### config.mk
export PLATFORM = sky130hd
export DESIGN_NAME = fipd_ctrl
export DESIGN_NICKNAME = d
export VERILOG_FILES = /design/src/rtl/fipd_pkg.sv /design/src/rtl/fipd_ctrl.sv
export SDC_FILE = /design/constraint.sdc
export NUM_CORES = 1
export LEC_CHECK = 0
export BUFFER_PORTS_ARGS = -buffer_cell sky130_fd_sc_hd__clkbuf_2
export CAP_MARGIN = 30
export CORE_AREA = 2 2 39 41
export CTS_BUF_LIST = sky130_fd_sc_hd__clkbuf_16
export CTS_CLUSTER_DIAMETER = 30
export CTS_CLUSTER_SIZE = 30
export DETAILED_ROUTE_END_ITERATION = 10
export DIE_AREA = 0 0 41 43
export SKIP_LAST_GASP = 1
export SLEW_MARGIN = 20
export SYNTH_ARGS = -nofsm -noshare
export SYNTH_HDL_FRONTEND = slang
export SYNTH_SLANG_ARGS = --single-unit
### constraint.sdc
create_clock -name clock -period 1.2 [get_ports clock]
set_input_delay 0 -clock clock [delete_from_list [all_inputs] [get_ports clock]]
set_output_delay 0 -clock clock [all_outputs]
set_load 0.02 [all_outputs]
### src/rtl/fipd_pkg.sv
// Shared types, constants and helpers for the flux interval PLL decoder.
`timescale 1ns / 1ps

package fipd_pkg;

   // Fixed point and field widths
   localparam int FRAC_BITS = 8;
   localparam int TICK_W    = 16;
   localparam int REG_W     = 18;
   localparam int CSR_IDX_W = 2;

   // Register reset values, 1/256 tick units
   localparam logic [REG_W-1:0] NOMINAL_RESET = 18'd73728;
   localparam logic [REG_W-1:0] MIN_RESET     = 18'd66355;
   localparam logic [REG_W-1:0] MAX_RESET     = 18'd81101;

   // Register indexes on the csr port
   localparam logic [CSR_IDX_W-1:0] CSR_NOMINAL = 2'd0;
   localparam logic [CSR_IDX_W-1:0] CSR_MIN     = 2'd1;
   localparam logic [CSR_IDX_W-1:0] CSR_MAX     = 2'd2;

   // Interval code bytes
   localparam logic [7:0] ESC_BYTE        = 8'd255;
   localparam logic [7:0] ESC_SHORT_LIMIT = 8'd250;
   localparam logic [8:0] ESC_SHORT_BASE  = 9'd250;

   // Loop filter divisors: phase gain and base of the period gain
   localparam int PHASE_DIV  = 10;
   localparam int PERIOD_DIV = 100;

   typedef struct packed {
      logic [7:0] flux_byte;
      logic       last_byte;
   } req_data_type;

   typedef struct packed {
      logic [1:0]        cell_count;
      logic [TICK_W-1:0] interval_ticks;
   } rsp_data_type;

   // Controller to datapath commands
   typedef struct packed {
      logic accept;
      logic diff;
      logic count;
      logic err;
      logic load;
      logic step;
      logic update;
      logic publish;
   } cmd_type;

   // Datapath to controller status
   typedef struct packed {
      logic produce;
      logic out_free;
   } sts_type;

   // Width of the signed phase and error arithmetic
   function automatic int acc_width(input int frac);
      int xw;
      xw = TICK_W + frac;
      return ((xw > 20) ? xw : 20) + 3;
   endfunction

endpackage

### src/rtl/fipd_ctrl.sv
// Sequencing state machine for the flux interval PLL decoder.
`timescale 1ns / 1ps

module fipd_ctrl (
   input  logic              clock,
   input  logic              reset,
   input  logic              req_valid,
   output logic              req_stall,
   input  fipd_pkg::sts_type sts,
   output fipd_pkg::cmd_type cmd
);

   typedef enum logic [2:0] {
      IDLE, DIFF, COUNT, ERR, LOAD, DIVIDE, UPDATE, PUBLISH
   } state_type;

   state_type state_ff;
   logic      stall_ff;

   // Decode commands from the state
   always_comb begin
      cmd         = '0;
      cmd.accept  = req_valid && !stall_ff;
      cmd.diff    = (state_ff == DIFF);
      cmd.count   = (state_ff == COUNT);
      cmd.err     = (state_ff == ERR);
      cmd.load    = (state_ff == LOAD);
      cmd.step    = (state_ff == DIVIDE);
      cmd.update  = (state_ff == UPDATE);
      cmd.publish = (state_ff == PUBLISH) && sts.out_free;
   end

   assign req_stall = stall_ff;

   // Advance through the PLL step; hold in PUBLISH until the output slot frees
   always_ff @(posedge clock) begin
      if (reset) begin
         state_ff <= IDLE;
         stall_ff <= 1'b0;
      end else begin
         case (state_ff)
            IDLE: begin
               if (cmd.accept && sts.produce) begin
                  state_ff <= DIFF;
                  stall_ff <= 1'b1;
               end
            end
            DIFF:   state_ff <= COUNT;
            COUNT:  state_ff <= ERR;
            ERR:    state_ff <= LOAD;
            LOAD:   state_ff <= DIVIDE;
            DIVIDE: state_ff <= UPDATE;
            UPDATE: state_ff <= PUBLISH;
            PUBLISH: begin
               if (sts.out_free) begin
                  state_ff <= IDLE;
                  stall_ff <= 1'b0;
               end
            end
            default: begin
               state_ff <= IDLE;
               stall_ff <= 1'b0;
            end
         endcase
      end
   end

endmodule

After elaboration in Yosys (flattened, before gate mapping) --
Index checks and enable logic that the tools add are counted.
Operators by class: mux-type cells 6, equality and inequality tests 9, reduce and logical (&&, ||, !) cells 8
Operators with widths (number):
- $pmux 3 s8 | 1
- $eq 3x3->1 const B | 4
- $eq 3x2->1 const B | 2
- $mux 3 | 2
- $ne 2x2->1 const B | 2
- $eq 3x1->1 const B | 1
- $logic_and 1x1->1 | 3
- $logic_not 3->1 | 1
- $reduce_and 3->1 | 1
- $mux 1 | 2
- $pmux 1 s2 | 1
- $reduce_and 2->1 | 1
- $reduce_bool 2->1 | 1
- $logic_not 1->1 | 1
Word-level totals: output and inout port bits 9, register bits 4

Depth between registers and ports, before layout --
Gate-level depths: netlist (run 1).
word-level depth 5, gate-level depth with buffers 3, depth with buffers taken out 3

Worst setup path after synthesis (run 1) --
Ideal clock, no wire load.
kind reg-to-reg, start point register stall_ff, in the netlist req_stall, end point register state_ff[0], stages on the path, launching flop included 4, data required time 1126 ps, period minus slack after synthesis 1079 ps, setup slack 121 ps, data arrival time 1004 ps, setup time 74 ps, buffers on the path 0, cells stage by stage dfxtp_1 nor2b_1 nand3b_1 a31oi_1
RTL lines:
- start: declaration | RTL line fipd_ctrl.sv:18 | logic stall_ff;
- start signal: assignment | RTL line fipd_ctrl.sv:39 | stall_ff <= 1'b0;
- start signal: assignment | RTL line fipd_ctrl.sv:45 | stall_ff <= 1'b1;
- start signal: assignment | RTL line fipd_ctrl.sv:57 | stall_ff <= 1'b0;
- end signal: assignment | RTL line fipd_ctrl.sv:38 | state_ff <= IDLE;
- end signal: assignment | RTL line fipd_ctrl.sv:44 | state_ff <= DIFF;
- end signal: assignment | RTL line fipd_ctrl.sv:48 | DIFF: state_ff <= COUNT;
- end: declaration | RTL line fipd_ctrl.sv:17 | state_type state_ff;

==> metrics.cfg, run 1 <==
[logic_synthesis]
synthXorXnorAreaFrac_pct=0
yosysSeqAreaShare_pct=36.78
ys_warn_count=0
yosysTopAreaCell=dfxtp_1
async_flop_share_pct=0
synth_area_um2=217.7
synth-simple-area-share_pct=43.68
synth_top_family_by_area=simple AND/OR/NAND/NOR gates
synth.distinct_cells=17
synthMuxAreaShare_pct=0
netlist_top_cells_area=dfxtp_1 37%, nor3_4 7.5%, nor3_1 6.9%, nor2_1 6.9%, nor3b_1 6.9%
ys_top_cells_by_count=4 x dfxtp_1, 4 x nor2_1, 3 x nor3_1, 2 x nor3b_1
synth_top_area_share_pct=36.78
synth-seq-cells=4
syn-num-nets=31
synth_compound_area_share_pct=16.09
synthAdderAreaFrac_pct=0
synthFlopType=dfxtp_1
syn_avg_cell_area_um2=8.373
synthCells=26
synth-edff-count=0

[final_layout]
area_growth_pct=79.89
nNetsFinal=50
final_area_um2=391.6
drive_gt1_share_pct=51.16
antenna_cells=0

[clocking]
clkSlewWorstSetupHoldPaths_ps=30
cts_tree=done
cts.htree.levels=1
clock-sinks=4
cts_buffers=3
clkLatencyLatePin_ps=220
cts_root_buf=clkbuf_16
clk_path_buf_depth=2
post-cts-setup-buffer-count=0

[floorplanning]
core-area_um2=1384
chipHeight_um=43
start_util_pct=15.73
dieArea_um2=1763
io-pin-count=14
fp.dieW_um=41
num_rows=14

[global_routing]
grtUsageMet1_pct=10.68
grt_use_met3_pct=9.424
grt_pass1_wl_um=945
grt_antenna_before_repair=0
first_global_vias=229
grtUsageMet2_pct=9.375
grt_max_degree=9
top_usage_layer=met1
grt_remaining_overflow=0
grtUsageTotal_pct=8.753

[worst_setup_path]
cp_data_arrival_time_ps=1130
end_kind=output pin
path_max_fanout=7
path_cells=or2b_1, nor2_1, clkbuf_2
path_class=register to output pin
startpoint_type=register
cp.required_ps=1200
slowest_stage=dfxtp_2
critPathMaxStageDelay_ps=370

[flow_run]
maxCapViolCount=0

[place]
post-dp-hpwl_um=425.3
place_area_um2=302.8
pre_cts_ws_ps=233.4
gp_congestion=0.6435
io_buffers=13

[min_path]
worstHoldPathType=primary input to register

[timing]
hold_viol=0
rsz0062_at_grt=no
slew_headroom_pct=86.79
clock_skew_ps=1.331
final.period_utilization_pct=93.90
setup_violations=0
fmax_ghz=0.8874
period_minus_slack_ps=1127
tightest_slew_ps=197.7
finalSetupTns_ps=0
final_max_slew_viol_count=0
setup_ws_ps=73.16

[pwr]
power_density_nw_per_um2=1933
vdd.ir_drop.worst_mv=1.128
power_w=0.0007569
p_leak_nw=0.1836

[routing]
post_drt_wl_per_cell_um=9.220
wl_um=544
first_pass_iters=4
drc_errors=0
vias_per_cell=4.458
drtIter0Drc=11
vias=263
postRouteAntennaNets=0

[status]
status=finished, final reports clean

worst max-delay path, delay by kind of cell (launching register included):
kind	cells	cell delay [ps]
flops	1	370
simple gates	2	360
buf+inv	1	170
layout make-up:
class                      count  area, µm²
sequential                     4      83.83
multi-input combinational     20      130.1
timing repair buffer          14      75.07
fill                         147      992.2
inverter                       2      7.507
tap                           16      20.02
clock buffer                   3      75.07
per-stage QoR:
| step | utilization (%) | hold WS, ps | instances |
|---|---|---|---|
| detailed placement | 21.88 | 223.0 | 55 |
| floorplan | - | 69.41 | 26 |
| finish | 28.30 | 60.50 | 59 |
| global placement | 21.88 | 233.6 | 55 |
| CTS | 28.12 | 67.31 | 59 |
| global route | 28.30 | 84.94 | 59 |
layer usage:
| metal | vias up | routed length (µm) |
|---|---|---|
| met5 | - | 0 |
| met3 | 2 | 82 |
| met1 | 117 | 242 |
| met2 | 15 | 211 |
| li1 | 129 | - |
| met4 | 0 | 7 |
registers in the layout (all words and copies together) (netlist names):
signal / cells
state_ff: 3
req_stall: 1
cell usage in the layout (no fill, tap or decap), drive strengths merged:
master	Yosys	final
a211oi	1	1
a21o	1	1
a21oi	1	1
a31oi	1	1
a41oi	1	1
buf	0	2
clkbuf	0	14
dfxtp	4	4
dlygate4sd3	0	1
inv	2	2
nand2	1	1
nand2b	1	1
nand3b	1	1
nor2	4	4
nor2b	1	1
nor3	4	4
nor3b	2	2
or2b	1	1
where the power goes:
| group | total, W | switching [W] | internal [W] |
|---|---|---|---|
| combinational | 0.0000816 | 0.0000471 | 0.0000344 |
| clock | 0.000513 | 0.0000879 | 0.000425 |
| sequential | 0.000162 | 0.0000156 | 0.000147 |
| total | 0.000757 | 0.000151 | 0.000606 |
worst paths after layout:
check / start / endpoint / slack [ps] / cells past startpoint
setup / recovery: state_ff[1] / cmd[1] / 70 / 3
hold reg to reg: state_ff[2] / state_ff[1] / 550 / 2
hold / removal: sts[1] / state_ff[0] / 60 / 3
setup reg to reg: state_ff[2] / state_ff[2] / 350 / 3
what timing repair did:
| action | in CTS | in global routing |
|---|---|---|
| resized for setup | 1 | 4 |
| setup endpoints to repair | 2 | 3 |
| endpoints found under the hold margin | 3 | 0 |
| hold buffers | 1 | 0 |
cells by family (layout without fill, tap and decap cells):
family	Yosys count	in the layout
compound gates	5	5
buf+inv	2	19
flops	4	4
simple gates	15	15
Power figures use the tool's default switching activity.
==> run 2, diff against run 1 <==
Settings changed: CELL_PAD_IN_SITES_DETAIL_PLACEMENT from default to 1, CELL_PAD_IN_SITES_GLOBAL_PLACEMENT from default to 2, PLACE_DENSITY_LB_ADDON from default to 0.1.
==> run 2 against run 1 <==
  * The flow now finishes with violations (hold timing)
  * Sequential share of layout area up 0.64 points
  * Cell area unchanged
  * Via count decreased by 4.2%
  * Critical path type unchanged
  * Critical endpoint unchanged
==> metrics.cfg, run 2 (synthesized netlist as in run 1, its figures left out) <==
[status]
status=finished, violations left
failed_checks=hold timing

[clocking]
clkLatencyLatePin_ps=220
clk_path_buf_depth=2
clkSlewWorstSetupHoldPaths_ps=30
ctsResizeCount=1
post-cts-setup-buffer-count=0
cts_root_buf=clkbuf_16
cts_buffers=3
clock-sinks=4
cts.htree.levels=1
hold_buffers=0
cts_tree=done

[final_layout]
utilization_pct=28.30
antenna_cells=0
largest_reg_flops=3
fin_cells=58
area_growth_pct=79.89
nNetsFinal=49
layout_commonest_cell=clkbuf_2
layout_common_cells=11 x clkbuf_2, 4 x nor2_1, 3 x nor3_1, 3 x clkbuf_16, 2 x dfxtp_2
largest-register=state_ff
drive_gt1_share_pct=54.76

[floorplanning]
io-pin-count=14
core-area_um2=1384
fp.dieW_um=41
start_util_pct=15.73
dieArea_um2=1763
num_rows=14
chipHeight_um=43

[timing]
setup_violations=0
fmax_ghz=0.8908
final_max_slew_viol_count=0
finalSetupTns_ps=0
tightest_slew_ps=174.5
rsz0062_at_grt=no
holdWs_ps=-1.469
final.period_utilization_pct=93.55
slew_headroom_pct=88.21
clock_skew_ps=1.587
period_minus_slack_ps=1123
hold_viol=3

[routing]
wl_um=666
vias_per_cell=4.345
drc_errors=0
vias=252
drtIter0Drc=2
postRouteAntennaNets=0
post_drt_wl_per_cell_um=11.48
first_pass_iters=2

[global_routing]
first_global_vias=250
grtUsageTotal_pct=9.639
grt_remaining_overflow=0
grt_antenna_before_repair=0
grt_max_degree=9
grt_pass1_wl_mm=1.097

[worst_setup_path]
end_kind=output pin
path_max_fanout=7
path_class=register to output pin
cp_data_arrival_time_ps=1120
cp.required_ps=1200
startpoint_type=register

[pwr]
power_density_nw_per_um2=1938
vdd.ir_drop.worst_mv=0.7501
p_leak_nw=0.1802

[place]
io_buffers=13
post-place-cells=55
post-dp-hpwl_um=528.4
gp_congestion=0.6274

[min_path]
worstHoldPathType=primary input to register

[flow_run]
maxCapViolCount=0

==> run 2: cell types whose count changed in the layout (fill, tap and decap cells not counted), sizes merged <==
cell	previous run	this run
dlygate4sd3	1	0
==> run 2: layout make-up <==
class / instances / area (µm²)
Timing Repair Buffer: 13 / 67.56
Inverter: 2 / 7.507
Clock buffer: 3 / 75.07
Tap cell: 16 / 20.02
Multi-Input combinational cell: 20 / 135.1
Sequential cell: 4 / 86.33
Fill cell: 168 / 992.2
==> run 2: final timing paths <==
kind / startpoint / end / slack [ps] / depth (start not counted)
max: state_ff[1] / cmd[1] / 80 / 3
min reg2reg: state_ff[2] / state_ff[1] / 570 / 2
max reg2reg: state_ff[2] / state_ff[2] / 310 / 3
min: reset / state_ff[2] / -1 / 2
==> run 2: layer usage <==
layer / global-route usage (%) / wire length [µm] / vias to the layer above
met5: 0 / 0 / -
met4: 8.000 / 5 / 0
met2: 11.56 / 302 / 11
met1: 12.86 / 299 / 113
li1: - / - / 126
met3: 3.665 / 58 / 2
==> run 2: worst max-delay path, cell delays in order (launching register included) <==
cell     delay, ps
dfxtp_4        370
or2b_1         260
nor2_1         100
buf_2          170
==> run 2: metrics by stage <==
stage | power (W) | area (µm²) | setup slack (ps)
3_5_place_dp | 0.0002441 | 302.8 | 205.4
4_1_cts | 0.0007665 | 379.1 | 5.468
5_1_grt | 0.0007938 | 391.6 | 8.222
6_report | 0.0007589 | 391.6 | 77.40
2_1_floorplan | 0.0002120 | 217.7 | 121.5
3_3_place_gp | 0.0002445 | 302.8 | 238.5
==> run 2: where the power goes <==
part           internal (W)  switching (W)  leakage, nW
clock network      0.000425      0.0000876       0.0370
logic             0.0000345      0.0000485        0.109
registers          0.000146      0.0000170       0.0343
total              0.000606       0.000153        0.180
==> run 3, diff against run 2 <==
Settings changed: RECOVER_POWER from default to 50.
==> run 3 against run 2 <==
  * The flow still finishes with violations (hold timing)
  * Final cell count unchanged
  * Utilization shrank 0.18 points
  * Clock-buffer cell count did not move
  * Register-to-register slack barely moved
  * Global-route usage is the same
  * Clock skew barely moved
  * Sequential cell count unchanged
  * Cell area fell by 0.64%
  * Power fell by 0.28%
  * Via count down 0.79%
  * Critical path depth unchanged
  * Largest power group unchanged
  * Highest routed layer unchanged
==> metrics.cfg, run 3 (synthesized netlist as in run 1, its figures left out) <==
[timing]
finalSetupTns_ps=0
fmax_ghz=0.8908
clock_skew_ps=1.587
hold_viol=3
final.period_utilization_pct=93.55
period_minus_slack_ps=1123
slew_headroom_pct=83.24
setup_violations=0
tightest_slew_ps=252.5
final_max_slew_viol_count=0
rsz0062_at_grt=no
holdWs_ps=-1.549

[floorplanning]
dieArea_um2=1763
num_rows=14
chipHeight_um=43
fp.dieW_um=41
io-pin-count=14
core-area_um2=1384
start_util_pct=15.73

[pwr]
vdd.ir_drop.worst_mv=0.7465
power_frac_clock_pct=67.7
p_leak_nw=0.1738
swShare_pct=20.13
power_w=0.0007568
pwr-share-seq_pct=21.5
intPower_w=0.0006045
p_sw_w=0.0001523
power_density_nw_per_um2=1945
combPwrFrac_pct=10.7

[final_layout]
drive_gt1_share_pct=50.00
area_growth_pct=78.74
final_area_um2=389.1
nNetsFinal=49
antenna_cells=0
layout_commonest_cell=clkbuf_2
largest_reg_flops=3
utilization_pct=28.12
layout_common_cells=9 x clkbuf_2, 4 x nor2_1, 3 x nor3_1, 3 x clkbuf_16
largest-register=state_ff

[routing]
first_pass_iters=2
postRouteAntennaNets=0
drc_errors=0
drtIter0Drc=3
vias=250
wl_met1_um=296
wl_um=655
met2_length_um=301
post_drt_wl_per_cell_um=11.29
top_layer_used=met4
met3_length_um=52
vias_per_cell=4.310

[global_routing]
grt_max_degree=9
grt_antenna_before_repair=0
grt_remaining_overflow=0
grt_pass1_wl_mm=1.097
grtUsageTotal_pct=9.639
first_global_vias=250

[clocking]
clkSlewWorstSetupHoldPaths_ps=30
cts.htree.levels=1
post-cts-setup-buffer-count=0
hold_buffers=0
cts_root_buf=clkbuf_16
clock-sinks=4
clk_path_buf_depth=2
cts_buffers=3
clkLatencyLatePin_ps=220
cts_tree=done

[flow_run]
maxCapViolCount=0

[worst_setup_path]
end_kind=output pin
slowest_stage=dfxtp_4
path_max_fanout=7
startpoint_type=register
path_cells=or2b_1, nor2_1, buf_2
cp.required_ps=1200
critPathMaxStageDelay_ps=370
cp_data_arrival_time_ps=1120
path_class=register to output pin

[place]
gp_congestion=0.6274
place_area_um2=302.8
post-dp-hpwl_um=528.4
io_buffers=13

[status]
failed_checks=hold timing
status=finished, violations left

[min_path]
worstHoldPathType=primary input to register

## run 3: layout make-up
cell class              count  area, µm²
multi-input cells          20      135.1
clock buffers               3      75.07
well taps                  16      20.02
fillers                   170      994.7
repair buffers             13      65.06
flip-flops and latches      4      86.33
inverters                   2      7.507
## run 3: per-stage QoR
| step | instances | setup WS [ps] |
|---|---|---|
| 2_1_floorplan | 26 | 121.5 |
| 3_3_place_gp | 55 | 238.5 |
| 3_5_place_dp | 55 | 205.4 |
| 4_1_cts | 58 | 5.468 |
| 5_1_grt | 58 | 8.222 |
| 6_report | 58 | 77.42 |
## run 3: worst max-delay path, delay by kind of cell (launching register included)
family,cells,cell delay (ps)
DFF,1,370
and+or+nand+nor,2,360
buffers and inverters,1,170
## run 3: repair_timing
item	in CTS	in global routing
resized for setup	1	7
pin swaps	0	0
endpoints found under the setup margin	2	5
## run 3: final timing paths
| check | end | slack, ps | startpoint | depth (start not counted) |
|---|---|---|---|---|
| worst max-delay path | cmd[1] | 80 | state_ff[1] | 3 |
| worst min-delay path | state_ff[2] | -2 | reset | 2 |
| worst min register to register | state_ff[1] | 570 | state_ff[2] | 2 |
| worst max register to register | state_ff[2] | 310 | state_ff[2] | 3 |
## run 3: power by group through the flow
stage	clock network [W]	logic (W)	registers (W)
2_1_floorplan	0	0.0000492	0.000163
3_3_place_gp	0	0.0000823	0.000162
3_5_place_dp	0	0.0000817	0.000162
4_1_cts	0.000523	0.0000821	0.000162
5_1_grt	0.000535	0.0000907	0.000167
6_report	0.000513	0.0000811	0.000163
## run 3: metal layers
metal / vias up / track usage (%)
met3: 2 / 3.665
met4: 0 / 8.000
met1: 111 / 12.86
met5: - / 0
li1: 126 / -
met2: 11 / 11.56
